==> config.mk <==
export PLATFORM = sky130hd
export DESIGN_NAME = char_lcd_bus_sequencer
export DESIGN_NICKNAME = d
export VERILOG_FILES = /design/src/rtl/lcdbs_pkg.sv /design/src/rtl/lcdbs_useq.sv /design/src/rtl/lcdbs_dpath.sv /design/src/rtl/char_lcd_bus_sequencer.sv
export SDC_FILE = /design/constraint.sdc
export NUM_CORES = 1
export LEC_CHECK = 0
export ABC_AREA = 1
export BUFFER_PORTS_ARGS = -buffer_cell sky130_fd_sc_hd__buf_2
export CAP_MARGIN = 20
export CELL_PAD_IN_SITES_DETAIL_PLACEMENT = 0
export CELL_PAD_IN_SITES_GLOBAL_PLACEMENT = 1
export CORE_UTILIZATION = 43
export CTS_BUF_LIST = sky130_fd_sc_hd__clkbuf_4 sky130_fd_sc_hd__clkbuf_8
export CTS_CLUSTER_SIZE = 30
export DETAILED_ROUTE_END_ITERATION = 12
export PLACE_DENSITY = 0.82
export SYNTH_ARGS = -nofsm -noshare
export SYNTH_HDL_FRONTEND = slang
export SYNTH_SLANG_ARGS = --single-unit
==> constraint.sdc <==
create_clock -name aclk -period 2.7 [get_ports aclk]
set_input_delay 0.27 -clock aclk [delete_from_list [all_inputs] [get_ports aclk]]
set_output_delay 0.27 -clock aclk [all_outputs]
set_load 0.05 [all_outputs]
==> src/rtl/lcdbs_pkg.sv <==
`timescale 1ns / 1ps

package lcdbs_pkg;

    localparam int PC_W  = 3;
    localparam int IDX_W = 3;
    localparam int CFG_W = 2;

    typedef enum logic [1:0] {
        ACT_INIT   = 2'd0,
        ACT_CMD    = 2'd1,
        ACT_CHAR   = 2'd2,
        ACT_CURSOR = 2'd3
    } action_t;

    localparam logic [CFG_W-1:0] CFG_BUS_MODE  = 2'd0;
    localparam logic [CFG_W-1:0] CFG_PULSE_MS  = 2'd1;
    localparam logic [CFG_W-1:0] CFG_SETTLE_MS = 2'd2;
    localparam logic [CFG_W-1:0] CFG_POWER_MS  = 2'd3;

    localparam logic [7:0] RST_PULSE_MS  = 8'd1;
    localparam logic [7:0] RST_SETTLE_MS = 8'd5;
    localparam logic [7:0] RST_POWER_MS  = 8'd100;

    localparam logic [7:0] CMD_FUNC_8     = 8'h38;
    localparam logic [7:0] CMD_WAKE_A     = 8'h33;
    localparam logic [7:0] CMD_WAKE_B     = 8'h32;
    localparam logic [7:0] CMD_FUNC_4     = 8'h28;
    localparam logic [7:0] CMD_DISP_ON    = 8'h0C;
    localparam logic [7:0] CMD_CLEAR      = 8'h01;
    localparam logic [7:0] CMD_ENTRY      = 8'h06;
    localparam logic [7:0] CMD_HOME       = 8'h02;
    localparam logic [7:0] DDRAM_ROW0     = 8'h80;
    localparam logic [7:0] DDRAM_ROW1     = 8'hC0;

    localparam logic [IDX_W-1:0] INIT_LAST_8 = 3'd4;
    localparam logic [IDX_W-1:0] INIT_LAST_4 = 3'd6;

    localparam logic [PC_W-1:0] PC_IDLE  = 3'd0;
    localparam logic [PC_W-1:0] PC_POWER = 3'd1;
    localparam logic [PC_W-1:0] PC_B8_E1 = 3'd2;
    localparam logic [PC_W-1:0] PC_B8_E0 = 3'd3;
    localparam logic [PC_W-1:0] PC_HI_E1 = 3'd4;
    localparam logic [PC_W-1:0] PC_HI_E0 = 3'd5;
    localparam logic [PC_W-1:0] PC_LO_E1 = 3'd6;
    localparam logic [PC_W-1:0] PC_LO_E0 = 3'd7;

    typedef enum logic [1:0] {
        NIB_NONE = 2'd0,
        NIB_FULL = 2'd1,
        NIB_HI   = 2'd2,
        NIB_LO   = 2'd3
    } nib_t;

    typedef enum logic [1:0] {
        HOLD_ZERO   = 2'd0,
        HOLD_PULSE  = 2'd1,
        HOLD_SETTLE = 2'd2,
        HOLD_POWER  = 2'd3
    } hold_t;

    typedef enum logic [1:0] {
        JMP_SEQ  = 2'd0,
        JMP_BYTE = 2'd1,
        JMP_END  = 2'd2
    } jmp_t;

    typedef struct packed {
        logic  en;
        nib_t  nib;
        hold_t hold;
        jmp_t  jmp;
    } ucode_t;

    typedef struct packed {
        logic             fire;
        logic             en;
        nib_t             nib;
        hold_t            hold;
        logic             last;
        logic             src_init;
        logic [IDX_W-1:0] idx;
    } ctl_t;

    function automatic ucode_t ucode_rom(input logic [PC_W-1:0] pc);
        ucode_t w;
        unique case (pc)
            PC_IDLE:  w = '{en: 1'b0, nib: NIB_NONE, hold: HOLD_ZERO,   jmp: JMP_END};
            PC_POWER: w = '{en: 1'b0, nib: NIB_NONE, hold: HOLD_POWER,  jmp: JMP_BYTE};
            PC_B8_E1: w = '{en: 1'b1, nib: NIB_FULL, hold: HOLD_PULSE,  jmp: JMP_SEQ};
            PC_B8_E0: w = '{en: 1'b0, nib: NIB_FULL, hold: HOLD_SETTLE, jmp: JMP_END};
            PC_HI_E1: w = '{en: 1'b1, nib: NIB_HI,   hold: HOLD_PULSE,  jmp: JMP_SEQ};
            PC_HI_E0: w = '{en: 1'b0, nib: NIB_HI,   hold: HOLD_ZERO,   jmp: JMP_SEQ};
            PC_LO_E1: w = '{en: 1'b1, nib: NIB_LO,   hold: HOLD_PULSE,  jmp: JMP_SEQ};
            PC_LO_E0: w = '{en: 1'b0, nib: NIB_LO,   hold: HOLD_SETTLE, jmp: JMP_END};
        endcase
        return w;
    endfunction

    function automatic logic [7:0] init_byte(input logic mode4, input logic [IDX_W-1:0] idx);
        logic [7:0] b;
        b = CMD_HOME;
        if (mode4) begin
            case (idx)
                3'd0:    b = CMD_WAKE_A;
                3'd1:    b = CMD_WAKE_B;
                3'd2:    b = CMD_FUNC_4;
                3'd3:    b = CMD_DISP_ON;
                3'd4:    b = CMD_CLEAR;
                3'd5:    b = CMD_ENTRY;
                default: b = CMD_HOME;
            endcase
        end else begin
            case (idx)
                3'd0:    b = CMD_FUNC_8;
                3'd1:    b = CMD_DISP_ON;
                3'd2:    b = CMD_CLEAR;
                3'd3:    b = CMD_ENTRY;
                default: b = CMD_HOME;
            endcase
        end
        return b;
    endfunction

endpackage

==> src/rtl/lcdbs_useq.sv <==
`timescale 1ns / 1ps

module lcdbs_useq (
    input  logic                aclk,
    input  logic                aresetn,
    input  logic                start,
    input  logic                start_init,
    input  logic                bus_mode,
    input  logic                advance,
    output logic                idle,
    output lcdbs_pkg::ctl_t     ctl
);

    logic [lcdbs_pkg::PC_W-1:0]  pc_reg, pc_next;
    logic [lcdbs_pkg::IDX_W-1:0] idx_reg, idx_next;
    logic                        src_init_reg, src_init_next;
    lcdbs_pkg::ucode_t           uw;
    logic                        busy;
    logic                        more;
    logic [lcdbs_pkg::PC_W-1:0]  byte_pc;
    logic [lcdbs_pkg::IDX_W-1:0] idx_last;

    assign uw       = lcdbs_pkg::ucode_rom(pc_reg);
    assign busy     = (pc_reg != lcdbs_pkg::PC_IDLE);
    assign byte_pc  = bus_mode ? lcdbs_pkg::PC_HI_E1 : lcdbs_pkg::PC_B8_E1;
    assign idx_last = bus_mode ? lcdbs_pkg::INIT_LAST_4 : lcdbs_pkg::INIT_LAST_8;
    assign more     = src_init_reg && (idx_reg != idx_last);
    assign idle     = !busy;

    always_comb begin
        pc_next       = pc_reg;
        idx_next      = idx_reg;
        src_init_next = src_init_reg;
        if (start) begin
            pc_next       = start_init ? lcdbs_pkg::PC_POWER : byte_pc;
            idx_next      = '0;
            src_init_next = start_init;
        end else if (busy && advance) begin
            unique case (uw.jmp)
                lcdbs_pkg::JMP_SEQ:  pc_next = pc_reg + 1'b1;
                lcdbs_pkg::JMP_BYTE: pc_next = byte_pc;
                lcdbs_pkg::JMP_END: begin
                    if (more) begin
                        pc_next  = byte_pc;
                        idx_next = idx_reg + 1'b1;
                    end else begin
                        pc_next = lcdbs_pkg::PC_IDLE;
                    end
                end
                default: pc_next = lcdbs_pkg::PC_IDLE;
            endcase
        end
    end

    always_ff @(posedge aclk) begin
        if (!aresetn) begin
            pc_reg       <= lcdbs_pkg::PC_IDLE;
            idx_reg      <= '0;
            src_init_reg <= 1'b0;
        end else begin
            pc_reg       <= pc_next;
            idx_reg      <= idx_next;
            src_init_reg <= src_init_next;
        end
    end

    always_comb begin
        ctl.fire     = busy && advance;
        ctl.en       = uw.en;
        ctl.nib      = uw.nib;
        ctl.hold     = uw.hold;
        ctl.last     = (uw.jmp == lcdbs_pkg::JMP_END) && !more;
        ctl.src_init = src_init_reg;
        ctl.idx      = idx_reg;
    end

endmodule

==> src/rtl/lcdbs_dpath.sv <==
`timescale 1ns / 1ps

module lcdbs_dpath (
    input  logic                         aclk,
    input  logic                         aresetn,
    input  logic                         cfg_we,
    input  logic [lcdbs_pkg::CFG_W-1:0]  cfg_index,
    input  logic [7:0]                   cfg_wdata,
    input  logic                         start,
    input  logic [1:0]                   s_action,
    input  logic [7:0]                   s_value,
    input  logic                         s_row,
    input  logic [5:0]                   s_column,
    input  lcdbs_pkg::ctl_t              ctl,
    input  logic                         m_ready,
    output logic                         bus_mode,
    output logic                         advance,
    output logic                         m_valid,
    output logic                         m_reg_select,
    output logic                         m_enable,
    output logic [7:0]                   m_bus_data,
    output logic [7:0]                   m_hold_ms,
    output logic                         m_last
);

    logic       mode_reg;
    logic [7:0] pulse_reg, settle_reg, power_reg;
    logic [7:0] req_byte_reg, req_byte_next;
    logic       req_rs_reg;
    logic       valid_reg;
    logic       rs_reg, en_reg, last_reg;
    logic [7:0] data_reg, hold_reg;
    logic [7:0] byte_sel, data_next, hold_next;
    logic       rs_next;

    always_ff @(posedge aclk) begin
        if (!aresetn) begin
            mode_reg   <= 1'b0;
            pulse_reg  <= lcdbs_pkg::RST_PULSE_MS;
            settle_reg <= lcdbs_pkg::RST_SETTLE_MS;
            power_reg  <= lcdbs_pkg::RST_POWER_MS;
        end else if (cfg_we) begin
            unique case (cfg_index)
                lcdbs_pkg::CFG_BUS_MODE:  mode_reg   <= cfg_wdata[0];
                lcdbs_pkg::CFG_PULSE_MS:  pulse_reg  <= cfg_wdata;
                lcdbs_pkg::CFG_SETTLE_MS: settle_reg <= cfg_wdata;
                lcdbs_pkg::CFG_POWER_MS:  power_reg  <= cfg_wdata;
                default: ;
            endcase
        end
    end

    always_comb begin
        if (s_action == lcdbs_pkg::ACT_CURSOR) begin
            req_byte_next = (s_row ? lcdbs_pkg::DDRAM_ROW1 : lcdbs_pkg::DDRAM_ROW0)
                          + {2'b00, s_column};
        end else begin
            req_byte_next = s_value;
        end
    end

    always_ff @(posedge aclk) begin
        if (start) begin
            req_byte_reg <= req_byte_next;
            req_rs_reg   <= (s_action == lcdbs_pkg::ACT_CHAR);
        end
    end

    assign byte_sel = ctl.src_init ? lcdbs_pkg::init_byte(mode_reg, ctl.idx) : req_byte_reg;
    assign rs_next  = ctl.src_init ? 1'b0 : req_rs_reg;

    always_comb begin
        unique case (ctl.nib)
            lcdbs_pkg::NIB_FULL: data_next = byte_sel;
            lcdbs_pkg::NIB_HI:   data_next = {4'h0, byte_sel[7:4]};
            lcdbs_pkg::NIB_LO:   data_next = {4'h0, byte_sel[3:0]};
            default:             data_next = 8'h00;
        endcase
        unique case (ctl.hold)
            lcdbs_pkg::HOLD_PULSE:  hold_next = pulse_reg;
            lcdbs_pkg::HOLD_SETTLE: hold_next = settle_reg;
            lcdbs_pkg::HOLD_POWER:  hold_next = power_reg;
            default:                hold_next = 8'h00;
        endcase
    end

    assign advance = !valid_reg || m_ready;

    always_ff @(posedge aclk) begin
        if (!aresetn) begin
            valid_reg <= 1'b0;
        end else if (ctl.fire) begin
            valid_reg <= 1'b1;
        end else if (m_ready) begin
            valid_reg <= 1'b0;
        end
    end

    always_ff @(posedge aclk) begin
        if (ctl.fire) begin
            rs_reg   <= rs_next;
            en_reg   <= ctl.en;
            data_reg <= data_next;
            hold_reg <= hold_next;
            last_reg <= ctl.last;
        end
    end

    assign bus_mode     = mode_reg;
    assign m_valid      = valid_reg;
    assign m_reg_select = rs_reg;
    assign m_enable     = en_reg;
    assign m_bus_data   = data_reg;
    assign m_hold_ms    = hold_reg;
    assign m_last       = last_reg;

endmodule

==> src/rtl/char_lcd_bus_sequencer.sv <==
`timescale 1ns / 1ps
// Channel   Handshake          Payload
// s_        s_valid/s_ready    action, value, row, column
// m_        m_valid/m_ready    reg_select, enable, bus_data, hold_ms, last
// cfg_      cfg_we (no wait)   cfg_index, cfg_wdata
//
// One bus state leaves per cycle from a microcode step unless m_ready stalls the output;
// a byte is an enable-high then enable-low state, per nibble (high first) on a 4-bit bus;
// init leads with a power-up wait. The step counter and its program table set the order.
// aresetn is synchronous, active low; it restores register defaults and idles the counter.
// A stalled m_ready freezes the step counter; the next item is taken while the
// final state of the previous one still waits in the output register.

module char_lcd_bus_sequencer (
    input  logic                         aclk,
    input  logic                         aresetn,
    input  logic                         cfg_we,
    input  logic [lcdbs_pkg::CFG_W-1:0]  cfg_index,
    input  logic [7:0]                   cfg_wdata,
    input  logic                         s_valid,
    output logic                         s_ready,
    input  logic [1:0]                   s_action,
    input  logic [7:0]                   s_value,
    input  logic                         s_row,
    input  logic [5:0]                   s_column,
    output logic                         m_valid,
    input  logic                         m_ready,
    output logic                         m_reg_select,
    output logic                         m_enable,
    output logic [7:0]                   m_bus_data,
    output logic [7:0]                   m_hold_ms,
    output logic                         m_last
);

    lcdbs_pkg::ctl_t ctl;
    logic            idle;
    logic            start;
    logic            bus_mode;
    logic            advance;

    assign s_ready = idle;
    assign start   = s_valid && idle;

    lcdbs_useq u_useq (
        .aclk       (aclk),
        .aresetn    (aresetn),
        .start      (start),
        .start_init (s_action == lcdbs_pkg::ACT_INIT),
        .bus_mode   (bus_mode),
        .advance    (advance),
        .idle       (idle),
        .ctl        (ctl)
    );

    lcdbs_dpath u_dpath (
        .aclk         (aclk),
        .aresetn      (aresetn),
        .cfg_we       (cfg_we),
        .cfg_index    (cfg_index),
        .cfg_wdata    (cfg_wdata),
        .start        (start),
        .s_action     (s_action),
        .s_value      (s_value),
        .s_row        (s_row),
        .s_column     (s_column),
        .ctl          (ctl),
        .m_ready      (m_ready),
        .bus_mode     (bus_mode),
        .advance      (advance),
        .m_valid      (m_valid),
        .m_reg_select (m_reg_select),
        .m_enable     (m_enable),
        .m_bus_data   (m_bus_data),
        .m_hold_ms    (m_hold_ms),
        .m_last       (m_last)
    );

`ifndef SYNTHESIS
    a_accept_busy: assert property (@(posedge aclk) disable iff (!aresetn)
        (s_valid && s_ready) |=> !s_ready)
        else $error("sequencer idle right after accepting an item");

    a_last_not_strobe: assert property (@(posedge aclk) disable iff (!aresetn)
        (m_valid && m_enable) |-> !m_last)
        else $error("final bus state has enable high");

    a_fire_only_free: assert property (@(posedge aclk) disable iff (!aresetn)
        ctl.fire |-> (!idle && advance))
        else $error("step fired without a free output slot");
`endif

endmodule

## Yosys cells after proc, flatten, opt, wreduce, memory -nomap -nowiden

Memories as Yosys holds them, arrays and structs flattened. A register that Yosys moved wholly into a read port is not among the register bits.
Index checks and enable logic that the tools add are counted.

| storage, ports and cells | value |
|---|---|
| memory bits (read-only) | 56 |
| bits in registers | 61 |
| memories kept | 1 |
| output and inout port bits | 21 |

Memory list:

| name | words | width | read ports | clocked after Yosys merged registers in | write ports | RTL line | text |
|---|---|---|---|---|---|---|---|
| (no name shown) | 8 | 7 | 1 | 1 | 0 | lcdbs_pkg.sv:87 | `unique case (pc)` |

| cells by class | value |
|---|---|
| multiplexer cells | 19 |
| add/sub/neg operators | 3 |
| reduce and logical (&&, ||, !) cells | 21 |
| equality and inequality tests | 19 |
| bitwise operators | 1 |

Operators with widths:

| operator | number |
|---|---|
| 8-bit case mux with 3 select lines | 2 |
| 6-bit case mux with 6 select lines | 1 |
| 8-bit 2-to-1 mux | 3 |
| 6-bit case mux with 4 select lines | 1 |
| 3-bit 2-to-1 mux | 7 |
| 2-bit equality test, second input constant | 9 |
| 3-bit case mux with 3 select lines | 1 |
| 8-bit by 6-bit adder with 8-bit output | 1 |
| 2-bit by 1-bit equality test with 1-bit output, second input constant | 4 |
| 2-bit AND reduction | 4 |
| 7-bit 2-to-1 mux | 1 |
| 3-bit by 1-bit adder with 3-bit output, second input constant | 2 |
| 3-bit by 2-bit equality test with 1-bit output, second input constant | 2 |
| 3-bit equality test, second input constant | 2 |
| 2-bit logical NOT | 3 |
| 1-bit logical AND | 4 |
| 2-bit nonzero test | 2 |
| 3-bit by 1-bit equality test with 1-bit output, second input constant | 1 |
| 1-bit logical NOT | 3 |
| 3-bit logical NOT | 1 |
| 3-bit inequality test | 1 |
| 3-bit AND reduction | 1 |
| 3-bit nonzero test | 1 |
| 1-bit 2-to-1 mux | 2 |
| 4 further kinds | 4 |

## Longest topological paths before layout

| logic depth | value |
|---|---|
| depth in word-level cells | 9 |
| mapped depth | 16 |
| gate-level depth less buffers | 16 |

## Cells and area by module

From an unflattened synthesis, not the netlist that was laid out.

| second synthesis, totals | value |
|---|---|
| cell total of the unflattened synthesis | 353 |
| area total of the unflattened synthesis | 3081.7 um^2 |

By module, submodules not included:

| module | cells an instance | instances | seq. area each (um^2) | area each (um^2) |
|---|---|---|---|---|
| lcdbs_dpath | 249 | 1 | 1361.3 | 2293.4 |
| lcdbs_useq | 101 | 1 | 280.3 | 777.0 |
| char_lcd_bus_sequencer | 3 | 1 | 0.0 | 11.3 |

## Worst setup path before layout

Ideal clock, no wire load.

| path | value |
|---|---|
| path kind | flip-flop to flip-flop |
| start | register u_useq.pc_reg[0] (netlist bit) |
| end | register u_useq.uw[2] (netlist name) |
| buffers on the path | 0 |
| required time | 2.586 ns |
| data arrival time | 2.448 ns |
| clock period less this slack | 2.562 ns |
| path slack | 0.138 ns |
| stages on the path, launching flop included | 16 |
| cell sequence | dfxtp_1 inv_1 ha_1 inv_1 nor2_2 nand2_2 inv_1 nand2_1 nand2_2 nand2_1 nand3_2 nand2_2 ha_1 or2_2 nand3_1 nand2_1 |

| on the way | value |
|---|---|
| longest elaborated chain between the ends | 6 |
| elaborated cells between the ends (all ways) | 11 |
| those cells by class | add/sub (1); mux (5); reduce/logical (5) |

Ends and longest elaborated chain:

| what | RTL line | text |
|---|---|---|
| start: declaration | lcdbs_useq.sv:14 | `logic [lcdbs_pkg::PC_W-1:0] pc_reg, pc_next;` |
| start signal: assignment | lcdbs_useq.sv:57 | `pc_reg <= lcdbs_pkg::PC_IDLE;` |
| start signal: assignment | lcdbs_useq.sv:61 | `pc_reg <= pc_next;` |
| 3-bit nonzero test (*) | lcdbs_useq.sv:24 | `assign busy = (pc_reg != lcdbs_pkg::PC_IDLE);` |
| 1-bit logical NOT (*) | lcdbs_useq.sv:28 | `assign idle = !busy;` |
| named net s_ready | char_lcd_bus_sequencer.sv:21 | `output logic s_ready,` |
| 1-bit logical AND (*) | char_lcd_bus_sequencer.sv:42 | `assign start = s_valid && idle;` |
| named net start | char_lcd_bus_sequencer.sv:37 | `logic start;` |
| 3-bit 2-to-1 mux or 2-bit nonzero test (tied branches) | -- |  |
| 3-bit 2-to-1 mux (no line) (*) (2 in series) | -- |  |

Mark *: on every way through the listed nets, which the timed path passes. The rest lies on a longest branch. The select of a mux whose other input is x is not followed.
A chain may end at the register's enable or synchronous reset.

## Worst setup path after layout

| path | value |
|---|---|
| start | register u_dpath.mode_reg (netlist: u_dpath.bus_mode) |
| end | register u_useq.uw[2] (netlist name) |

| on the way | value |
|---|---|
| longest elaborated chain between the ends | 9 |
| elaborated cells between the ends (all ways) | 11 |
| those cells by class | eq/ne (1); mux (9); reduce/logical (1) |

Ends and longest elaborated chain:

| what | RTL line | text |
|---|---|---|
| start: declaration | lcdbs_dpath.sv:26 | `logic mode_reg;` |
| start signal: assignment | lcdbs_dpath.sv:44 | `lcdbs_pkg::CFG_BUS_MODE: mode_reg <= cfg_wdata[0];` |
| 2-bit 2-to-1 mux | lcdbs_useq.sv:26 | `assign idx_last = bus_mode ? lcdbs_pkg::INIT_LAST_4 : lcdbs_pkg::INIT_LAST_8;` |
| 3-bit inequality test | lcdbs_useq.sv:27 | `assign more = src_init_reg && (idx_reg != idx_last);` |
| 1-bit logical AND | lcdbs_useq.sv:27 |  |
| 3-bit 2-to-1 mux | lcdbs_useq.sv:43 | `if (more) begin` |
| 3-bit case mux with 3 select lines | lcdbs_useq.sv:39 | `unique case (uw.jmp)` |
| 3-bit 2-to-1 mux | lcdbs_useq.sv:38 | `end else if (busy && advance) begin` |
| 3-bit 2-to-1 mux (*) | lcdbs_useq.sv:34 | `if (start) begin` |
| 3-bit 2-to-1 mux (no line) (*) (2 in series) | -- |  |

Mark *: on every way between the ends. The rest lies on a longest branch, timed or not. The select of a mux whose other input is x is not followed.

==> metrics list <==
* Run status: complete, no violations
- Leading cell types in the layout, fill and taps excluded: nand2_1, buf_2, nor2_1, inv_1, dfxtp_1
* Total Negative Setup Slacks: 0 ps
* DIE AREA: 0.007441 mm^2
- Std cell rows: 30
- Counting every instance in the synthesized netlist gives 341.
- Antenna fix cells: 0
- STA classifies the critical path startpoint as a flip-flop.
* Cts repair resizes: 0
* Layout cell share with drive strength beyond 1: 25.31%
- The tightest hold path in the finished design has a slack of 186.0 ps.
* Area of the mapped netlist: 0.003053 mm^2
- Largest net degree at the start of global routing: 30
- Port-buffer cells: 52
- Via count: 2383
- Data on the critical path is required at its endpoint by 2930 ps.
- First-pass GRT wire length: 10720 um
- In this run the static leakage power is 1.650 nW.
- Traced cell by cell, the critical path runs through clkinv_2 > nand2_2 > nand3_2 > nand3_2 > nand2_2 > nand2_2 > nand2_2 > nand2_1 > nand3_2 > nand2_2 > inv_1 > ha_1 > or2_2 > nand3_1 > nand2_1.
* Overall die width: 86.26 um
- Summed over all nets, the half-perimeter wirelength after detailed placement is 4601 um.
- Warnings, synthesis: 0
- Of all nets on the critical path, the largest fanout is 9.
- The final hold violation count came to 0.
- Counting flops and latches in the post-synthesis netlist gives 68.
- Crit path largest cell delay: 550 ps
- Share of synthesized area occupied by flip-flops and latches: 53.77%
- After layout, the worst path uses 81.64% of the clock period.
- Hold-fix buffers, CTS: 0
* Power per cell area: 824.5 mW/mm^2
- The design draws 0.003012 W.
* Commonest non-fill, non-tap cell in the layout: nand2_1
- The count of nets left with antenna violations once routing finished came out at 0.
* Max-slew violation count: 0
- Number of clock sinks: 68
- Setup violations remaining at the end of the flow were counted as 0.
* Finished Core Util: 53.48%
- TritonCTS built the clock tree.
- Measured against its own limit, the worst slew margin works out to 58.70%.
* Average cell area after synthesis: 8.953 um^2
- In this run the most critical hold path is launched from s_value[7].
- After detailed routing, the number of vias per cell comes to 4.738.
* Clk Tree Root Cell: clkbuf_8
- The number of different library cells used by synthesis comes to 35.
* Fin crit period: 2204 ps
* Maximum clock path buffer count: 2
* Number of antenna violations at the first check in global routing: 0
* Source of the worst register-to-register timing path: u_dpath.bus_mode
- Setup repair after global routing left no endpoint under its margin.
* Overflow left after global routing: 0
- Once placement completed, the tool counted placed cells totaling 487.
- Setup bufs post-CTS: 0
- H-Tree Level Count: 3
- In this run the count of I/O pins placed on the die edge is 53.
- Starting density of the core: 44.69%
- The clock arrives with 10.81 ps of skew.
- Critical Path Most Common Cell: nand2_2
- The clock reaches the later pin of the worst-skew pair after 340 ps.
- VDD sags by at most 366.7 uV.
- The final layout contains 444 nets.
- Area growth, synth to finish: 19.67%
- In this run, CTS created clock tree buffers numbering 9.
- Setup crit start: u_dpath.bus_mode
- Worst setup EP type: flip-flop
- At the end of routability-driven placement, the weighted congestion stood at 0.7887.
- Crit path arrival time: 2430 ps
- Crit path kind: flip-flop to flip-flop
- Synthesized netlist net count: 383
- The die is 86.26 um tall.
* Vias in the first global route: 2263
* All-layer global routing usage: 18.92%
* Final WL: 6541 um
- After detailed routing, the average wire length per cell comes to 13.00 um.
- Top achievable clock speed: 453.7 MHz
- Actual slew at the worst max-slew pin: 617.2 ps
- Max-cap violations in this run came to 0.
- Drt first-iter violations: 94
- Final cell count without fillers: 503
- Slowest stage cell, crit path: dfxtp_1
* Type of the most critical hold path: input pin to flip-flop
* DRC violation count after routing: 0
- The first TritonRoute pass finished after 4 iterations.
- After clock tree synthesis, the clock-pin slew on the worst setup and hold paths is 80 ps.
- The floorplan step defined a core boundary enclosing 0.006832 mm^2.
layout make-up:
type / instances / area (um^2)
Inverter: 43 / 162.7
Fill cell: 666 / 3178
Sequential cell: 68 / 1642
Multi-Input combinational cell: 224 / 1219
Clock buffer: 10 / 131.4
Tap cell: 96 / 120.1
Clock inverter: 6 / 88.84
Timing Repair Buffer: 56 / 290.3
logic make-up after synthesis:
logic type	Yosys count	synth area share, %
AOI/OAI and AO/OA	55	10.45
xor gates and xnor gates	1	0.2869
adders and majority gates	10	4.098
buffers and inverters	49	6.311
DFF	68	53.77
muxes	7	2.582
and+or+nand+nor	151	22.50
routing by layer:
layer / global-route usage, % / routed length [um] / part of all wire, % / vias up
met5: 0 / 0 / 0 / -
met4: 5.758 / 94 / 1.4 / 0
met3: 4.952 / 262 / 4.0 / 9
met2: 32.03 / 3138 / 48 / 60
met1: 23.73 / 3046 / 47 / 1071
li1: - / - / - / 1243
report_power, final:
part / total (W) / switching (W) / internal [W]
combinational: 0.000782 / 0.000587 / 0.000195
clock: 0.000914 / 0.000383 / 0.000530
sequential: 0.00132 / 0.0000613 / 0.00126
synthesized netlist by cell type (all sizes together):
library cell | count | area, um^2
buf | 2 | 15.01
edfxtp | 28 | 840.8
nor4 | 1 | 6.260
xor2 | 1 | 8.760
nand4 | 1 | 6.260
nor3 | 4 | 30.03
nand2 | 74 | 320.3
clkinv | 1 | 5.000
o211ai | 8 | 60.06
a31oi | 1 | 6.260
a21boi | 1 | 7.510
clkbuf | 4 | 15.01
nor2 | 49 | 193.9
ha | 10 | 125.1
dfxtp | 40 | 800.8
nand3b | 1 | 7.510
inv | 42 | 157.6
a22oi | 1 | 12.51
o21ai | 28 | 140.1
o32ai | 1 | 8.760
mux2 | 7 | 78.83
o31ai | 1 | 7.510
a211oi | 2 | 15.01
o22ai | 1 | 6.260
nand3 | 19 | 110.1
or2 | 2 | 12.51
a21oi | 11 | 55.05
stage by stage:
step / setup WS, ps / cell area [um^2]
6_report: 495.8 / 3654
5_1_grt: 272.8 / 3654
4_1_cts: 498.2 / 3654
3_5_place_dp: 529.2 / 3433
3_3_place_gp: 591.6 / 3433
2_1_floorplan: 138.0 / 3053
worst max-delay path, delay by kind of cell (launching register included):
| family | cells | cell delay (ps) |
|---|---|---|
| adder cells (fa/ha/maj) | 1 | 190 |
| flip-flops | 1 | 550 |
| buffers and inverters | 2 | 240 |
| AND/OR/NAND/NOR | 12 | 1100 |
worst paths after layout:
kind	to	slack (ps)	depth (start not counted)
max	u_useq.uw[2]	500	15
max reg2reg	u_useq.uw[2]	500	15
min reg2reg	u_dpath.m_enable	430	0
min	u_dpath.req_byte_reg[7]	190	3
No activity file was read; power rests on OpenSTA's default activity.
